### src/rtl/sop_pkg.sv
// ----------------------------------------------------------------------------
// sop_pkg
// Types and constants for the scroll offset pacer: register indexes, field
// widths, size limits and the sequencer state type.
// ----------------------------------------------------------------------------
package sop_pkg;

    // Field and register widths
    localparam int ELAPSED_W   = 8;
    localparam int X_W         = 13;
    localparam int Y_W         = 8;
    localparam int SPEED_W     = 6;
    localparam int MODE_W      = 2;
    localparam int TW_W        = 11;
    localparam int MW_W        = 8;
    localparam int HT_W        = 8;
    localparam int ACC_W       = 10;
    localparam int CFG_IDX_W   = 3;
    localparam int CFG_DATA_W  = 11;

    // Size limits applied when a width register is written
    localparam int MAX_TEXT_WIDTH   = 2047;
    localparam int MAX_MATRIX_WIDTH = 255;

    // Frame period numerator and accumulator ceiling
    localparam int MS_PER_SEC  = 1000;
    localparam int ACC_MAX     = 1023;

    // Divider: one quotient bit per dividend bit
    localparam int DIV_STEPS   = 10;
    localparam int CNT_W       = 4;

    // Register indexes
    localparam logic [CFG_IDX_W-1:0] REG_SPEED     = 3'd0;
    localparam logic [CFG_IDX_W-1:0] REG_DIRECTION = 3'd1;
    localparam logic [CFG_IDX_W-1:0] REG_MODE      = 3'd2;
    localparam logic [CFG_IDX_W-1:0] REG_TEXT_W    = 3'd3;
    localparam logic [CFG_IDX_W-1:0] REG_MATRIX_W  = 3'd4;
    localparam logic [CFG_IDX_W-1:0] REG_TEXT_H    = 3'd5;
    localparam logic [CFG_IDX_W-1:0] REG_MATRIX_H  = 3'd6;

    // Scroll modes
    localparam logic [MODE_W-1:0] MODE_NONE     = 2'd0;
    localparam logic [MODE_W-1:0] MODE_INFINITE = 2'd1;
    localparam logic [MODE_W-1:0] MODE_BOUNCE   = 2'd2;
    localparam logic [MODE_W-1:0] MODE_INF_ALT  = 2'd3;

    // Scroll directions
    localparam logic DIR_LEFT  = 1'b0;
    localparam logic DIR_RIGHT = 1'b1;

    typedef enum logic [2:0] {
        ST_IDLE,
        ST_DECIDE,
        ST_DIV,
        ST_CMP,
        ST_FRAME
    } t_state;

endpackage

### src/rtl/scroll_offset_pacer_unit.sv
// ----------------------------------------------------------------------------
// scroll_offset_pacer_unit
// Paces a scrolling text banner and gives x/y text offsets for each frame.
// ----------------------------------------------------------------------------
// Each transfer on the input channel reports the milliseconds elapsed since
// the previous one; they add into an accumulator that saturates at 1023. The
// first transfer after reset always yields a frame. Later transfers yield a
// frame only when scroll_speed is nonzero and the accumulator has reached
// 1000/scroll_speed; each frame clears the accumulator and produces one
// output transfer with a horizontal offset (per scroll mode) and a vertical
// centering offset. From acceptance back to ready, the first frame passes
// through the decide and frame states, and an item with scroll_speed zero
// through decide alone. Every other item passes through decide, runs the
// restoring divider, which forms 1000/scroll_speed one quotient bit per
// cycle, then a compare state, and the frame state if it yields a frame.
// A frame waits in its final state only while the output register still
// holds an untaken result. Write configuration registers only while the
// block is idle.
// ----------------------------------------------------------------------------
module scroll_offset_pacer_unit (
    input  logic                                i_clk,
    input  logic                                i_rst_n,
    // input channel
    input  logic                                i_in_valid,
    output logic                                o_in_ready,
    input  logic [sop_pkg::ELAPSED_W-1:0]       i_elapsed_ms,
    // output channel
    output logic                                o_out_valid,
    input  logic                                i_out_ready,
    output logic signed [sop_pkg::X_W-1:0]      o_x_offset,
    output logic signed [sop_pkg::Y_W-1:0]      o_y_offset,
    // configuration write port
    input  logic                                i_cfg_we,
    input  logic [sop_pkg::CFG_IDX_W-1:0]       i_cfg_index,
    input  logic [sop_pkg::CFG_DATA_W-1:0]      i_cfg_data
);
    import sop_pkg::*;

    // Configuration registers
    logic [SPEED_W-1:0] r_speed;
    logic               r_direction;
    logic [MODE_W-1:0]  r_mode;
    logic [TW_W-1:0]    r_text_w;
    logic [MW_W-1:0]    r_matrix_w;
    logic [HT_W-1:0]    r_text_h;
    logic [HT_W-1:0]    r_matrix_h;

    // Sequencer and pacing state
    t_state             r_state,      n_state;
    logic [ACC_W-1:0]   r_acc,        n_acc;
    logic [ACC_W-1:0]   r_ms,         n_ms;
    logic               r_frame_done, n_frame_done;
    logic [X_W-1:0]     r_step,       n_step;

    // Divider
    logic [SPEED_W-1:0] r_rem,        n_rem;
    logic [ACC_W-1:0]   r_dvd,        n_dvd;
    logic [ACC_W-1:0]   r_quot,       n_quot;
    logic [CNT_W-1:0]   r_cnt,        n_cnt;

    // Output register
    logic               r_out_valid,  n_out_valid;
    logic [X_W-1:0]     r_x,          n_x;
    logic [Y_W-1:0]     r_y,          n_y;

    // Datapath intermediates
    logic [ACC_W:0]         w_sum;
    logic [SPEED_W:0]       w_trial;
    logic                   w_ge;
    logic signed [14:0]     w_s, w_s1, w_tw, w_mw, w_d, w_d2, w_sb, w_xb;
    logic [X_W-1:0]         w_s1_13;
    logic [X_W-1:0]         w_x_frame, w_step_frame;
    logic signed [8:0]      w_ydiff, w_ysum, w_yshift;

    assign o_in_ready  = (r_state == ST_IDLE);
    assign o_out_valid = r_out_valid;
    assign o_x_offset  = r_x;
    assign o_y_offset  = r_y;

    // ------------------------------------------------------------------
    // Configuration writes; clamp widths to their limits
    // ------------------------------------------------------------------
    always_ff @(posedge i_clk) begin
        if (!i_rst_n) begin
            r_speed     <= SPEED_W'(1);
            r_direction <= DIR_LEFT;
            r_mode      <= MODE_INFINITE;
            r_text_w    <= '0;
            r_matrix_w  <= MW_W'(32);
            r_text_h    <= HT_W'(8);
            r_matrix_h  <= HT_W'(16);
        end else if (i_cfg_we) begin
            case (i_cfg_index)
                REG_SPEED:     r_speed     <= i_cfg_data[SPEED_W-1:0];
                REG_DIRECTION: r_direction <= i_cfg_data[0];
                REG_MODE:      r_mode      <= i_cfg_data[MODE_W-1:0];
                REG_TEXT_W: begin
                    if (32'(i_cfg_data[TW_W-1:0]) > MAX_TEXT_WIDTH) begin
                        r_text_w <= TW_W'(MAX_TEXT_WIDTH);
                    end else begin
                        r_text_w <= i_cfg_data[TW_W-1:0];
                    end
                end
                REG_MATRIX_W: begin
                    if (32'(i_cfg_data[MW_W-1:0]) > MAX_MATRIX_WIDTH) begin
                        r_matrix_w <= MW_W'(MAX_MATRIX_WIDTH);
                    end else begin
                        r_matrix_w <= i_cfg_data[MW_W-1:0];
                    end
                end
                REG_TEXT_H:    r_text_h    <= i_cfg_data[HT_W-1:0];
                REG_MATRIX_H:  r_matrix_h  <= i_cfg_data[HT_W-1:0];
                default: ;
            endcase
        end
    end

    // ------------------------------------------------------------------
    // Datapath pieces
    // ------------------------------------------------------------------
    // saturating accumulate of the incoming item
    assign w_sum = {1'b0, r_ms} + (ACC_W + 1)'(i_elapsed_ms);

    // one restoring-division step: shift in the next dividend bit, trial
    // subtract the speed
    assign w_trial = {r_rem, r_dvd[ACC_W-1]};
    assign w_ge    = (w_trial >= {1'b0, r_speed});

    // horizontal offset for the frame
    always_comb begin
        w_s     = 15'(signed'(r_step));
        w_s1_13 = r_step + X_W'(1);
        w_s1    = 15'(signed'(w_s1_13));
        w_tw    = signed'(15'(r_text_w));
        w_mw    = signed'(15'(r_matrix_w));
        w_d     = (w_mw > w_tw) ? (w_mw - w_tw) : (w_tw - w_mw);
        w_d2    = w_d <<< 1;
        w_sb    = (w_s == w_d2) ? 15'sd0 : w_s;
        w_xb    = (w_sb < w_d) ? w_sb : (w_d2 - w_sb);
        if (w_tw > w_mw) begin
            w_xb = -w_xb;
        end

        w_x_frame    = '0;
        w_step_frame = r_step;
        case (r_mode)
            MODE_NONE: begin
                w_x_frame    = '0;
                w_step_frame = r_step;
            end
            MODE_BOUNCE: begin
                if (w_tw == w_mw) begin
                    // equal widths: park the text, leave the counter alone
                    w_x_frame    = '0;
                    w_step_frame = r_step;
                end else begin
                    w_x_frame    = w_xb[X_W-1:0];
                    w_step_frame = w_sb[X_W-1:0] + X_W'(1);
                end
            end
            default: begin
                // infinite scroll, both mode codes
                if (r_direction == DIR_LEFT) begin
                    w_x_frame    = X_W'(-w_s);
                    w_step_frame = (w_s1 >= w_tw) ? X_W'(-w_mw) : w_s1_13;
                end else begin
                    w_x_frame    = r_step;
                    w_step_frame = (w_s1 >= w_mw) ? X_W'(-w_tw) : w_s1_13;
                end
            end
        endcase
    end

    // vertical centering, truncated toward zero
    always_comb begin
        w_ydiff  = signed'({1'b0, r_matrix_h}) - signed'({1'b0, r_text_h});
        w_ysum   = w_ydiff + signed'(9'(w_ydiff[8]));
        w_yshift = w_ysum >>> 1;
    end

    // ------------------------------------------------------------------
    // Sequencer: next state and register updates
    // ------------------------------------------------------------------
    always_comb begin
        n_state      = r_state;
        n_acc        = r_acc;
        n_ms         = r_ms;
        n_frame_done = r_frame_done;
        n_step       = r_step;
        n_rem        = r_rem;
        n_dvd        = r_dvd;
        n_quot       = r_quot;
        n_cnt        = r_cnt;
        n_out_valid  = r_out_valid;
        n_x          = r_x;
        n_y          = r_y;

        // retire the held result once it is taken
        if (r_out_valid && i_out_ready) begin
            n_out_valid = 1'b0;
        end

        case (r_state)
            ST_IDLE: begin
                if (i_in_valid) begin
                    n_acc   = w_sum[ACC_W] ? ACC_W'(ACC_MAX) : w_sum[ACC_W-1:0];
                    n_state = ST_DECIDE;
                end
            end
            ST_DECIDE: begin
                if (!r_frame_done) begin
                    n_state = ST_FRAME;
                end else if (r_speed == '0) begin
                    // frozen: keep accumulating, no frame
                    n_ms    = r_acc;
                    n_state = ST_IDLE;
                end else begin
                    n_rem   = '0;
                    n_dvd   = ACC_W'(MS_PER_SEC);
                    n_quot  = '0;
                    n_cnt   = '0;
                    n_state = ST_DIV;
                end
            end
            ST_DIV: begin
                n_rem  = w_ge ? SPEED_W'(w_trial - {1'b0, r_speed})
                              : w_trial[SPEED_W-1:0];
                n_dvd  = {r_dvd[ACC_W-2:0], 1'b0};
                n_quot = {r_quot[ACC_W-2:0], w_ge};
                n_cnt  = r_cnt + CNT_W'(1);
                if (r_cnt == CNT_W'(DIV_STEPS - 1)) begin
                    n_state = ST_CMP;
                end
            end
            ST_CMP: begin
                if (r_acc < r_quot) begin
                    n_ms    = r_acc;
                    n_state = ST_IDLE;
                end else begin
                    n_state = ST_FRAME;
                end
            end
            ST_FRAME: begin
                // hold until the output register is free
                if (!r_out_valid || i_out_ready) begin
                    n_out_valid  = 1'b1;
                    n_x          = w_x_frame;
                    n_y          = w_yshift[Y_W-1:0];
                    n_step       = w_step_frame;
                    n_ms         = '0;
                    n_frame_done = 1'b1;
                    n_state      = ST_IDLE;
                end
            end
            default: begin
                n_state = ST_IDLE;
            end
        endcase
    end

    always_ff @(posedge i_clk) begin
        if (!i_rst_n) begin
            r_state      <= ST_IDLE;
            r_ms         <= '0;
            r_frame_done <= 1'b0;
            r_step       <= '0;
            r_cnt        <= '0;
            r_out_valid  <= 1'b0;
        end else begin
            r_state      <= n_state;
            r_ms         <= n_ms;
            r_frame_done <= n_frame_done;
            r_step       <= n_step;
            r_cnt        <= n_cnt;
            r_out_valid  <= n_out_valid;
        end
    end

    // payload registers, no reset
    always_ff @(posedge i_clk) begin
        r_acc  <= n_acc;
        r_rem  <= n_rem;
        r_dvd  <= n_dvd;
        r_quot <= n_quot;
        r_x    <= n_x;
        r_y    <= n_y;
    end

    // ------------------------------------------------------------------
    // Assertions
    // ------------------------------------------------------------------
    // a frame clears the accumulator and marks the first frame as done
    a_frame_clears: assert property (@(posedge i_clk) disable iff (!i_rst_n)
        (r_state == ST_FRAME && (!r_out_valid || i_out_ready))
        |=> (r_frame_done && r_ms == '0 && r_out_valid))
        else $error("frame did not clear accumulator or load output");

    // divider never runs past its last step
    a_div_bound: assert property (@(posedge i_clk) disable iff (!i_rst_n)
        (r_state == ST_DIV) |-> (r_cnt <= CNT_W'(DIV_STEPS - 1)))
        else $error("divider step count out of range");

    // 1000/speed is at least 15 for any 6-bit nonzero speed
    a_quot_floor: assert property (@(posedge i_clk) disable iff (!i_rst_n)
        (r_state == ST_CMP) |-> (r_quot >= ACC_W'(15)))
        else $error("frame period quotient too small");

    // centering offset stays inside -127..127
    a_y_range: assert property (@(posedge i_clk) disable iff (!i_rst_n)
        r_out_valid |-> (r_y != 8'h80))
        else $error("y offset out of range");

    // a skipped item leaves the frame flag set and the output untouched
    a_skip_no_out: assert property (@(posedge i_clk) disable iff (!i_rst_n)
        (r_state == ST_CMP && r_acc < r_quot && !r_out_valid) |=> !r_out_valid)
        else $error("output produced for a skipped item");

endmodule

### config.mk
export PLATFORM = sky130hd
export DESIGN_NAME = scroll_offset_pacer_unit
export DESIGN_NICKNAME = d
export VERILOG_FILES = /design/src/rtl/sop_pkg.sv /design/src/rtl/scroll_offset_pacer_unit.sv
export SDC_FILE = /design/constraint.sdc
export NUM_CORES = 1
export LEC_CHECK = 0
export BUFFER_PORTS_ARGS = -buffer_cell sky130_fd_sc_hd__buf_2
export CORE_MARGIN = 2
export CORE_UTILIZATION = 50
export CTS_BUF_LIST = sky130_fd_sc_hd__clkbuf_16
export DETAILED_ROUTE_END_ITERATION = 8
export PLACE_DENSITY = 0.67
export SLEW_MARGIN = 20
export SYNTH_ARGS = -nofsm -noshare
export SYNTH_HDL_FRONTEND = slang
export SYNTH_SLANG_ARGS = --single-unit
### constraint.sdc
create_clock -name i_clk -period 9.38 [get_ports i_clk]
set_input_delay 1.876 -clock i_clk [delete_from_list [all_inputs] [get_ports i_clk]]
set_output_delay 1.876 -clock i_clk [all_outputs]
set_load 0.01 [all_outputs]
==> results of run 1 <==
[where the power goes]
part	total, mW	internal [mW]	switching, mW
Sequential	0.630	0.611	0.0195
Clock	0.657	0.373	0.284
Combinational	0.611	0.247	0.364
[routing by layer]
metal	up-vias	part of all wire, %	routed length (µm)	GRT usage (%)
li1	4824	-	-	-
met1	4701	44	13100	34.7
met2	350	48	14400	45.1
met3	71	4.8	1460	3.49
met4	0	3.5	1040	11.4
met5	-	0	0	0
[layout make-up]
type                    count  share of cell area, %
multi-input cells        1053                   59.5
flip-flops and latches    130                   26.5
clock buffers              17                   3.59
inverters                 109                   3.47
well taps                 275                   2.90
repair buffers             60                   2.76
clock inverters            15                   1.26
[worst max-delay path by stage]
stage,cells after the start,endpoint,start,slack [ns]
3_3_place_gp,29,o_x_offset[12],r_text_w[2],1.84
5_1_grt,29,o_x_offset[12],r_text_w[2],0.89
6_report,29,o_x_offset[12],r_text_w[2],1.49
3_5_place_dp,29,o_x_offset[12],r_text_w[2],1.67
4_1_cts,29,o_x_offset[12],r_text_w[2],1.63
2_1_floorplan,32,o_x_offset[12],r_matrix_w[0],2.53
[metrics by stage]
| stage | area, µm² | util (%) | hold WS (ns) |
|---|---|---|---|
| floorplan | 10900 | - | 0.436 |
| global placement | 11300 | 53.2 | 0.443 |
| detailed placement | 11300 | 53.3 | 0.450 |
| CTS | 11800 | 56.0 | 0.460 |
| global route | 11900 | 56.1 | 0.477 |
| finish | 11900 | 56.1 | 0.457 |
[state kept, by name (all words and copies together) (netlist names), 8 cells and up]
name / cells
o_x_offset: 13
o_y_offset: 8
r_acc: 10
r_matrix_h: 8
r_matrix_w: 8
r_ms: 10
r_quot: 10
r_step: 13
r_text_h: 8
r_text_w: 11
[cell usage in the layout (no fill, tap or decap), types with 10 or more instances in the layout]
master,netlist,layout
or3b_2,11,11
and3_1,15,15
nand2b_1,33,33
nor2_1,104,103
edfxtp_1,54,54
nand4_1,15,15
xor2_1,33,33
a21oi_1,116,116
o211ai_1,23,23
buf_4,2,11
ha_1,96,96
nor2b_1,23,22
clkbuf_16,0,17
buf_2,4,49
dfxtp_1,76,76
o21a_1,12,12
nand3_1,27,27
inv_1,105,104
a31oi_1,15,15
mux2_2,10,10
xnor2_1,57,57
a21o_1,30,30
o21ai_0,74,74
nor3_1,19,18
nor4_1,16,16
nand2_1,177,177
mux2i_1,19,19
[critical path, delay by kind of cell, from the launching register on]
kind                       cells  cell delay, ns
AOI/OAI and AO/OA             11            2.21
adders and majority gates      3            1.29
and+or+nand+nor                6            2.07
DFF                            1            0.41
muxes                          3            0.81
buffers and inverters          5            0.64
xor gates and xnor gates       1            0.18
[logic make-up (layout without fill, tap and decap cells)]
group | count (synthesis) | after routing
xor gates and xnor gates | 91 | 91
AOI/OAI and AO/OA | 348 | 348
DFF | 130 | 130
buffers and inverters | 177 | 201
adders and majority gates | 102 | 102
muxes | 30 | 30
and+or+nand+nor | 482 | 482
==> impl_metrics.json, run 1 <==
{
  "status": "finished clean",
  "maxCapViolations": 0,
  "yosys.area_share.simple_pct": 21.4,
  "place_inst": 1627,
  "vias": 9946,
  "cts_tree": "built",
  "cts.htree.levels": 4,
  "ys_seq_area_share_pct": 28.9,
  "clkTransAtPathRegs_ns": 0.07,
  "finalSetupTns_ns": 0,
  "dp_hpwl_um": 22800,
  "critPathMaxFanout": 19,
  "worst_pin_slew_ns": 0.995,
  "ys_types": 77,
  "yosys_warnings": 0,
  "multi_input_area_um2": 7060,
  "synth-compound-area-share_pct": 20.8,
  "netlist_area_um2": 10900,
  "synth_adder_area_share_pct": 12.2,
  "min_path_cells": 2,
  "period_share_pct": 84.1,
  "final_layout_size_suffix_gt1_share_pct": 10.2,
  "diodes": 0,
  "path_class": "reg -> reg",
  "cts_root_buffer": "clkbuf_16",
  "leakage_nw": 4.89,
  "fin_cells": 1659,
  "start_util_pct": 51.4,
  "postCtsHoldBufs": 0,
  "register_area_um2": 3140,
  "hp-class": "reg -> reg",
  "detail_route.wl_per_cell_um": 18.1,
  "cpMaxStageDelayCell": "or4_1",
  "clock-sinks": 130,
  "peakVddDrop_uv": 117,
  "worstReg2RegStart": "r_text_w[2]",
  "clock_latency_ns": 0.44,
  "cts_inserted_buffers": 17,
  "powerDensity_nw_per_um2": 160,
  "dieWidth_um": 151,
  "synthArstFlopShare_pct": 0,
  "post_cts_resized": 0,
  "ys_top_cells_by_count": "nand2_1, a21oi_1, inv_1",
  "finalClockSkew_ns": 0.0257,
  "slew_headroom_pct": 33.5,
  "drtAntennaViolNets": 0,
  "synth_seq_cells": 130,
  "areaGrowthSynthToFinish_pct": 9.16,
  "viasPerCell": 6.00,
  "required_ns": 9.54,
  "cp-start-kind": "flip-flop",
  "finalHoldViolations": 0,
  "worstHoldStart": "r_text_h[2]",
  "io_buffers": 49,
  "finalPower_mw": 1.90,
  "final_net_count": 1500,
  "r2r_end": "o_x_offset[12]",
  "netlist_instances": 1360,
  "synthFlopType": "dfxtp_1",
  "grt_pass1_wl_um": 48000,
  "clockBufferDepth": 2,
  "syn_nets": 1489,
  "die_area_um2": 22900,
  "io_pins": 50,
  "drc": 0,
  "grt_pass1_vias": 9391,
  "drv_slew": 0,
  "antenna_found_initial": 0,
  "setup_viol": 0,
  "r2r_slack_ns": 1.49,
  "grtUsageTotal_pct": 26.9,
  "synthMuxAreaShare_pct": 2.93,
  "final.min_clock_period_ns": 7.89,
  "synth_most_common_cell": "nand2_1",
  "max_stage_delay_ns": 0.75,
  "syn_area_per_cell_um2": 7.99,
  "timing.final.ws_setup_ns": 1.49,
  "synth_edf_count": 54,
  "synthTopCellsByArea": "edfxtp_1, dfxtp_1, ha_1, nand2_1, a21oi_1",
  "fmax_ghz": 0.127,
  "crit_arrival_ns": 8.05,
  "core_um2": 21200,
  "rsz0062_at_grt": "false",
  "worstRegToRegCells": 29,
  "synth_top_area_share_pct": 14.9,
  "grt_max_degree": 67,
  "fill_cells": 1956,
  "routed_wl_um": 30000,
  "dr.pass1.iters": 5,
  "row_count": 53,
  "post_cts_buffers": 0,
  "end_kind": "flip-flop",
  "place_congestion": 0.971,
  "die_h_um": 151,
  "synth_top_area_cell": "edfxtp_1",
  "synth_xor_area_share_pct": 7.41,
  "drt-initial-drc-count": 775,
  "synth_top_family_by_area": "simple AND/OR/NAND/NOR gates",
  "grt_overflow": 0,
  "min_to": "r_text_h[2]",
  "dpl_worst_slack_ns": 1.67
}
Note: power is estimated with default switching activity, not from simulation.
==> inputs of run 2 (changes only) <==
--- a/config.mk
+++ b/config.mk
@@ -5,6 +5,7 @@
 export SDC_FILE = /design/constraint.sdc
 export NUM_CORES = 1
 export LEC_CHECK = 0
+export ABC_AREA = 1
 export BUFFER_PORTS_ARGS = -buffer_cell sky130_fd_sc_hd__buf_2
 export CORE_MARGIN = 2
 export CORE_UTILIZATION = 50
==> constraint.sdc (replaced) <==
create_clock -name i_clk -period 7.65 [get_ports i_clk]
set_input_delay 1.53 -clock i_clk [delete_from_list [all_inputs] [get_ports i_clk]]
set_output_delay 1.53 -clock i_clk [all_outputs]
set_load 0.01 [all_outputs]
==> impl_metrics.json, run 2 <==
{
  "ys_types": 56,
  "cp-start-kind": "flip-flop",
  "synth_top_area_share_pct": 15.4,
  "register_area_um2": 3140,
  "cts_tree": "built",
  "hp-class": "reg -> reg",
  "post_cts_resized": 0,
  "synthMuxAreaShare_pct": 0.107,
  "worstHoldStart": "r_matrix_h[0]",
  "cts_root_buffer": "clkbuf_16",
  "finalHoldViolations": 0,
  "synthArstFlopShare_pct": 0,
  "status": "finished clean",
  "viasPerCell": 5.46,
  "core_um2": 20800,
  "routed_wl_um": 28600,
  "slew_headroom_pct": 32.9,
  "path_class": "reg -> reg",
  "start_util_pct": 50.4,
  "setup_viol": 0,
  "r2r_slack_ns": 1.96,
  "maxCapViolations": 0,
  "ys_top_cells_by_count": "nand2_1, inv_1, nor2_1",
  "cpMaxStageDelayCell": "ha_1",
  "cts_inserted_buffers": 17,
  "io_pins": 50,
  "clkTransAtPathRegs_ns": 0.06,
  "multi_input_area_um2": 6320,
  "critPathBufInv": 5,
  "powerDensity_nw_per_um2": 241,
  "min_path_cells": 2,
  "timing.final.ws_setup_ns": 1.96,
  "synth_top_family_by_area": "simple AND/OR/NAND/NOR gates",
  "finalSetupTns_ns": 0,
  "fmax_ghz": 0.176,
  "drc": 0,
  "clock-sinks": 130,
  "yosys.area_share.simple_pct": 26.9,
  "dr.pass1.iters": 5,
  "required_ns": 7.81,
  "clock_latency_ns": 0.42,
  "min_to": "r_matrix_h[0]",
  "place_congestion": 1.01,
  "die_h_um": 149,
  "finalClockSkew_ns": 0.00750,
  "grt_pass1_vias": 9381,
  "netlist_instances": 1489,
  "final_net_count": 1648,
  "worstRegToRegCells": 39,
  "crit_top_cell": "nand2_1",
  "end_kind": "flip-flop",
  "cts.htree.levels": 4,
  "dp_hpwl_um": 21900,
  "netlist_area_um2": 10500,
  "areaGrowthSynthToFinish_pct": 9.82,
  "leakage_nw": 5.47,
  "final_layout_size_suffix_gt1_share_pct": 8.94,
  "synth_seq_cells": 130,
  "crit_arrival_ns": 5.85,
  "synth_adder_area_share_pct": 12.6,
  "worstReg2RegStart": "r_matrix_w[0]",
  "critPathMaxFanout": 14,
  "post_cts_buffers": 0,
  "vias": 9874,
  "dpl_worst_slack_ns": 2.05,
  "synth_top_area_cell": "edfxtp_1",
  "synth-compound-area-share_pct": 15.7,
  "synth_edf_count": 54,
  "final.min_clock_period_ns": 5.69,
  "postCtsHoldBufs": 0,
  "peakVddDrop_uv": 176,
  "max_stage_delay_ns": 0.46,
  "postLayoutCoreUtil_pct": 55.4,
  "fill_cells": 2030,
  "die_area_um2": 22200,
  "synth_xor_area_share_pct": 4.91,
  "synthTopCellsByArea": "edfxtp_1, dfxtp_1, ha_1, nand2_1, inv_1",
  "io_buffers": 49,
  "diodes": 0,
  "synth_most_common_cell": "nand2_1",
  "grtUsageTotal_pct": 26.5,
  "cpLargestDelayFamily": "simple AND/OR/NAND/NOR gates",
  "yosys_warnings": 0,
  "detail_route.wl_per_cell_um": 15.8,
  "syn_nets": 1618,
  "synthFlopType": "dfxtp_1",
  "worst_pin_slew_ns": 1.01,
  "layout.cells.most_common": "nand2_1",
  "syn_area_per_cell_um2": 7.05,
  "period_share_pct": 74.3,
  "layout_common_cells": "nand2_1, inv_1, nor2_1",
  "grt_max_degree": 56,
  "clockBufferDepth": 2,
  "drtAntennaViolNets": 0,
  "row_count": 53,
  "rsz0062_at_grt": "false",
  "dieWidth_um": 149,
  "drv_slew": 0,
  "r2r_end": "o_x_offset[8]",
  "antenna_found_initial": 0,
  "grt_overflow": 0,
  "ys_seq_area_share_pct": 29.9,
  "grt_pass1_wl_um": 46900,
  "drt-initial-drc-count": 769
}
[run 2: changes by cell type after synthesis, moves of 20 or more]
cell,before,now
a21o_1,30,3
clkbuf_1,56,32
inv_1,105,227
nand2_1,177,295
nand2_2,0,20
nand2b_1,33,0
nand3_1,27,102
nor2_1,104,127
nor2b_1,23,0
o21ai_0,74,106
xnor2_1,57,11
[run 2: routing by layer]
| layer | vias up | track usage, % | part of all wire (%) |
|---|---|---|---|
| li1 | 5007 | - | - |
| met1 | 4508 | 35.6 | 45 |
| met2 | 307 | 44.6 | 47 |
| met3 | 52 | 3.73 | 5.9 |
| met4 | 0 | 7.81 | 2.2 |
| met5 | - | 0 | 0 |
[run 2: cell type report]
class	count	area share [%]
Clock buffer	17	3.69
Clock inverter	15	1.43
Inverter	231	7.52
Multi-Input combinational cell	1088	54.9
Sequential cell	130	27.3
Tap cell	275	2.98
Timing Repair Buffer	51	2.26
[run 2: worst max-delay path by stage]
stage	start	endpoint	slack [ns]	cells past startpoint
6_report	r_matrix_w[0]	o_x_offset[8]	1.96	39
5_1_grt	r_matrix_w[0]	o_x_offset[12]	1.29	38
4_1_cts	r_matrix_w[0]	o_x_offset[8]	2.03	39
3_5_place_dp	r_matrix_w[0]	o_x_offset[8]	2.05	39
3_3_place_gp	r_matrix_w[0]	o_x_offset[12]	2.09	38
2_1_floorplan	r_matrix_w[0]	o_x_offset[12]	2.81	41
[run 2: metrics by stage]
| step | std cells | hold slack, ns | area [µm²] | total power, mW |
|---|---|---|---|---|
| after global routing | 1807 | 0.482 | 11500 | 2.99 |
| after CTS | 1807 | 0.465 | 11500 | 2.78 |
| after floorplan | 1489 | 0.433 | 10500 | 1.70 |
| after global placement | 1775 | 0.443 | 10900 | 1.94 |
| final | 1807 | 0.462 | 11500 | 2.78 |
| after detailed placement | 1775 | 0.451 | 10900 | 1.95 |
[run 2: cell families (layout without fill, tap and decap cells)]
| logic type | count (synthesis) | in the layout |
|---|---|---|
| and+or+nand+nor | 632 | 632 |
| buffers and inverters | 271 | 314 |
| muxes | 1 | 1 |
| DFF | 130 | 130 |
| xor gates and xnor gates | 58 | 58 |
| AOI/OAI and AO/OA | 295 | 295 |
| adders and majority gates | 102 | 102 |
[run 2: worst min-delay path, stage by stage, from the launching register on]
cell and delay [ns]:
dfxtp_1 0.30, inv_1 0.06, a21oi_1 0.06
[run 2: where the power goes]
group / leakage [nW] / total [mW] / internal [mW] / switching [mW]
combinational: 4.07 / 1.14 / 0.392 / 0.746
sequential: 1.11 / 0.822 / 0.782 / 0.0404
clock: 0.284 / 0.824 / 0.509 / 0.315
==> inputs of run 3 (changes only) <==
==> constraint.sdc (replaced) <==
create_clock -name i_clk -period 6 [get_ports i_clk]
set_input_delay 1.2 -clock i_clk [delete_from_list [all_inputs] [get_ports i_clk]]
set_output_delay 1.2 -clock i_clk [all_outputs]
set_load 0.01 [all_outputs]
==> impl_metrics.json, run 3 (synthesized netlist as in run 2, its figures left out) <==
{
  "core_um2": 20800,
  "clkTransAtPathRegs_ns": 0.06,
  "layout.cells.most_common": "nand2_1",
  "worstRegToRegCells": 34,
  "drc": 0,
  "die_area_um2": 22200,
  "grtUsageTotal_pct": 26.4,
  "peakVddDrop_uv": 183,
  "finalClockSkew_ns": 0.0110,
  "detail_route.wl_per_cell_um": 15.7,
  "clockBufferDepth": 2,
  "postLayoutCoreUtil_pct": 55.8,
  "cts_tree": "built",
  "row_count": 53,
  "min_path_cells": 2,
  "io_buffers": 49,
  "dp_hpwl_um": 22000,
  "fmax_ghz": 0.178,
  "min_to": "r_text_h[6]",
  "die_h_um": 149,
  "hp-class": "reg -> reg",
  "r2r_end": "r_step[6]",
  "drtAntennaViolNets": 0,
  "grt_overflow": 0,
  "path_class": "reg -> reg",
  "grt_pass1_wl_um": 46500,
  "dieWidth_um": 149,
  "grt_pass1_vias": 9222,
  "worst_pin_slew_ns": 1.07,
  "max_stage_delay_ns": 0.43,
  "io_pins": 50,
  "diodes": 0,
  "slew_headroom_pct": 28.8,
  "dr.pass1.iters": 5,
  "final_layout_size_suffix_gt1_share_pct": 9.55,
  "dpl_worst_slack_ns": 0.412,
  "cts_inserted_buffers": 17,
  "cpMaxStageDelayCell": "fa_1",
  "grt_max_degree": 56,
  "start_util_pct": 50.4,
  "viasPerCell": 5.47,
  "critPathBufInv": 7,
  "maxCapViolations": 0,
  "finalHoldViolations": 0,
  "cp-start-kind": "flip-flop",
  "clock-sinks": 130,
  "whs_ns": 0.463,
  "layout_common_cells": "nand2_1, inv_1, nor2_1",
  "areaGrowthSynthToFinish_pct": 10.8,
  "postCtsHoldBufs": 0,
  "leakage_nw": 5.50,
  "fill_cells": 2045,
  "timing.final.ws_setup_ns": 0.387,
  "fin_cells": 1814,
  "finalPower_mw": 3.62,
  "vias": 9922,
  "cts_root_buffer": "clkbuf_16",
  "crit_arrival_ns": 5.93,
  "r2r_slack_ns": 0.39,
  "rsz0062_at_grt": "true",
  "required_ns": 6.32,
  "critPathMaxFanout": 15,
  "place_congestion": 0.965,
  "powerDensity_nw_per_um2": 311,
  "cts.htree.levels": 4,
  "place_inst": 1779,
  "setup_viol": 0,
  "status": "finished clean",
  "cpLargestDelayFamily": "simple AND/OR/NAND/NOR gates",
  "clock_latency_ns": 0.42,
  "final.min_clock_period_ns": 5.61,
  "routed_wl_um": 28600,
  "crit_top_cell": "nand2_1",
  "drv_slew": 0,
  "period_share_pct": 93.6,
  "end_kind": "flip-flop",
  "final_net_count": 1655,
  "antenna_found_initial": 0,
  "worstReg2RegStart": "r_matrix_w[0]",
  "worstHoldStart": "r_text_h[6]",
  "drt-initial-drc-count": 790
}
-- run 3: changes by cell type in the layout (fill, tap and decap cells not counted), moves of 2 or more --
cell,change
buf_4,+7
clkinv_2,-4
clkinv_1,+2
inv_1,-2
nor2_1,-2
nor2_2,+2
o21ai_0,-2
-- run 3: worst max-delay path by stage --
stage                           to     startpoint  cells past startpoint  slack, ns
floorplan           o_x_offset[12]  r_matrix_w[0]                     41       1.16
global placement     o_x_offset[4]    r_text_w[2]                     35       0.61
detailed placement  o_x_offset[12]  r_matrix_w[0]                     38       0.41
CTS                 o_x_offset[12]  r_matrix_w[0]                     38       0.39
global route        o_x_offset[12]  r_matrix_w[0]                     39      -0.07
finish                   r_step[6]  r_matrix_w[0]                     34       0.39
-- run 3: per-layer routing --
metal	GRT usage, %	routed length (µm)
met1	36.3	12900
met5	0	0
met2	42.5	13200
met4	8.90	709
met3	3.88	1750
-- run 3: timing repair --
| item | in CTS | in global routing |
|---|---|---|
| setup endpoints to repair | 0 | 6 |
| setup buffers | 0 | 3 |
| gates resized for setup | 0 | 8 |
-- run 3: area by class of cell --
type | count | area (µm²) | area share [%]
tap | 275 | 344 | 2.96
clock buffer | 17 | 425 | 3.66
sequential | 130 | 3140 | 27.0
timing repair buffer | 58 | 313 | 2.69
clock inverter | 15 | 191 | 1.65
inverter | 231 | 871 | 7.49
multi-input combinational | 1088 | 6340 | 54.5
-- run 3: per-stage QoR --
| stage | setup TNS, ns | area (µm²) |
|---|---|---|
| global route | -0.0997 | 11600 |
| CTS | 0 | 11600 |
| finish | 0 | 11600 |
| floorplan | 0 | 10500 |
| global placement | 0 | 11000 |
| detailed placement | 0 | 11000 |
-- run 3: power by group --
part / internal (mW) / switching, mW / total (mW)
clock: 0.692 / 0.403 / 1.09
sequential: 0.997 / 0.0512 / 1.05
combinational: 0.514 / 0.961 / 1.47
-- run 3: worst min-delay path, cell delays in order (launching register included) --
cell and delay [ns]:
dfxtp_1 0.29, inv_1 0.07, a21oi_1 0.06
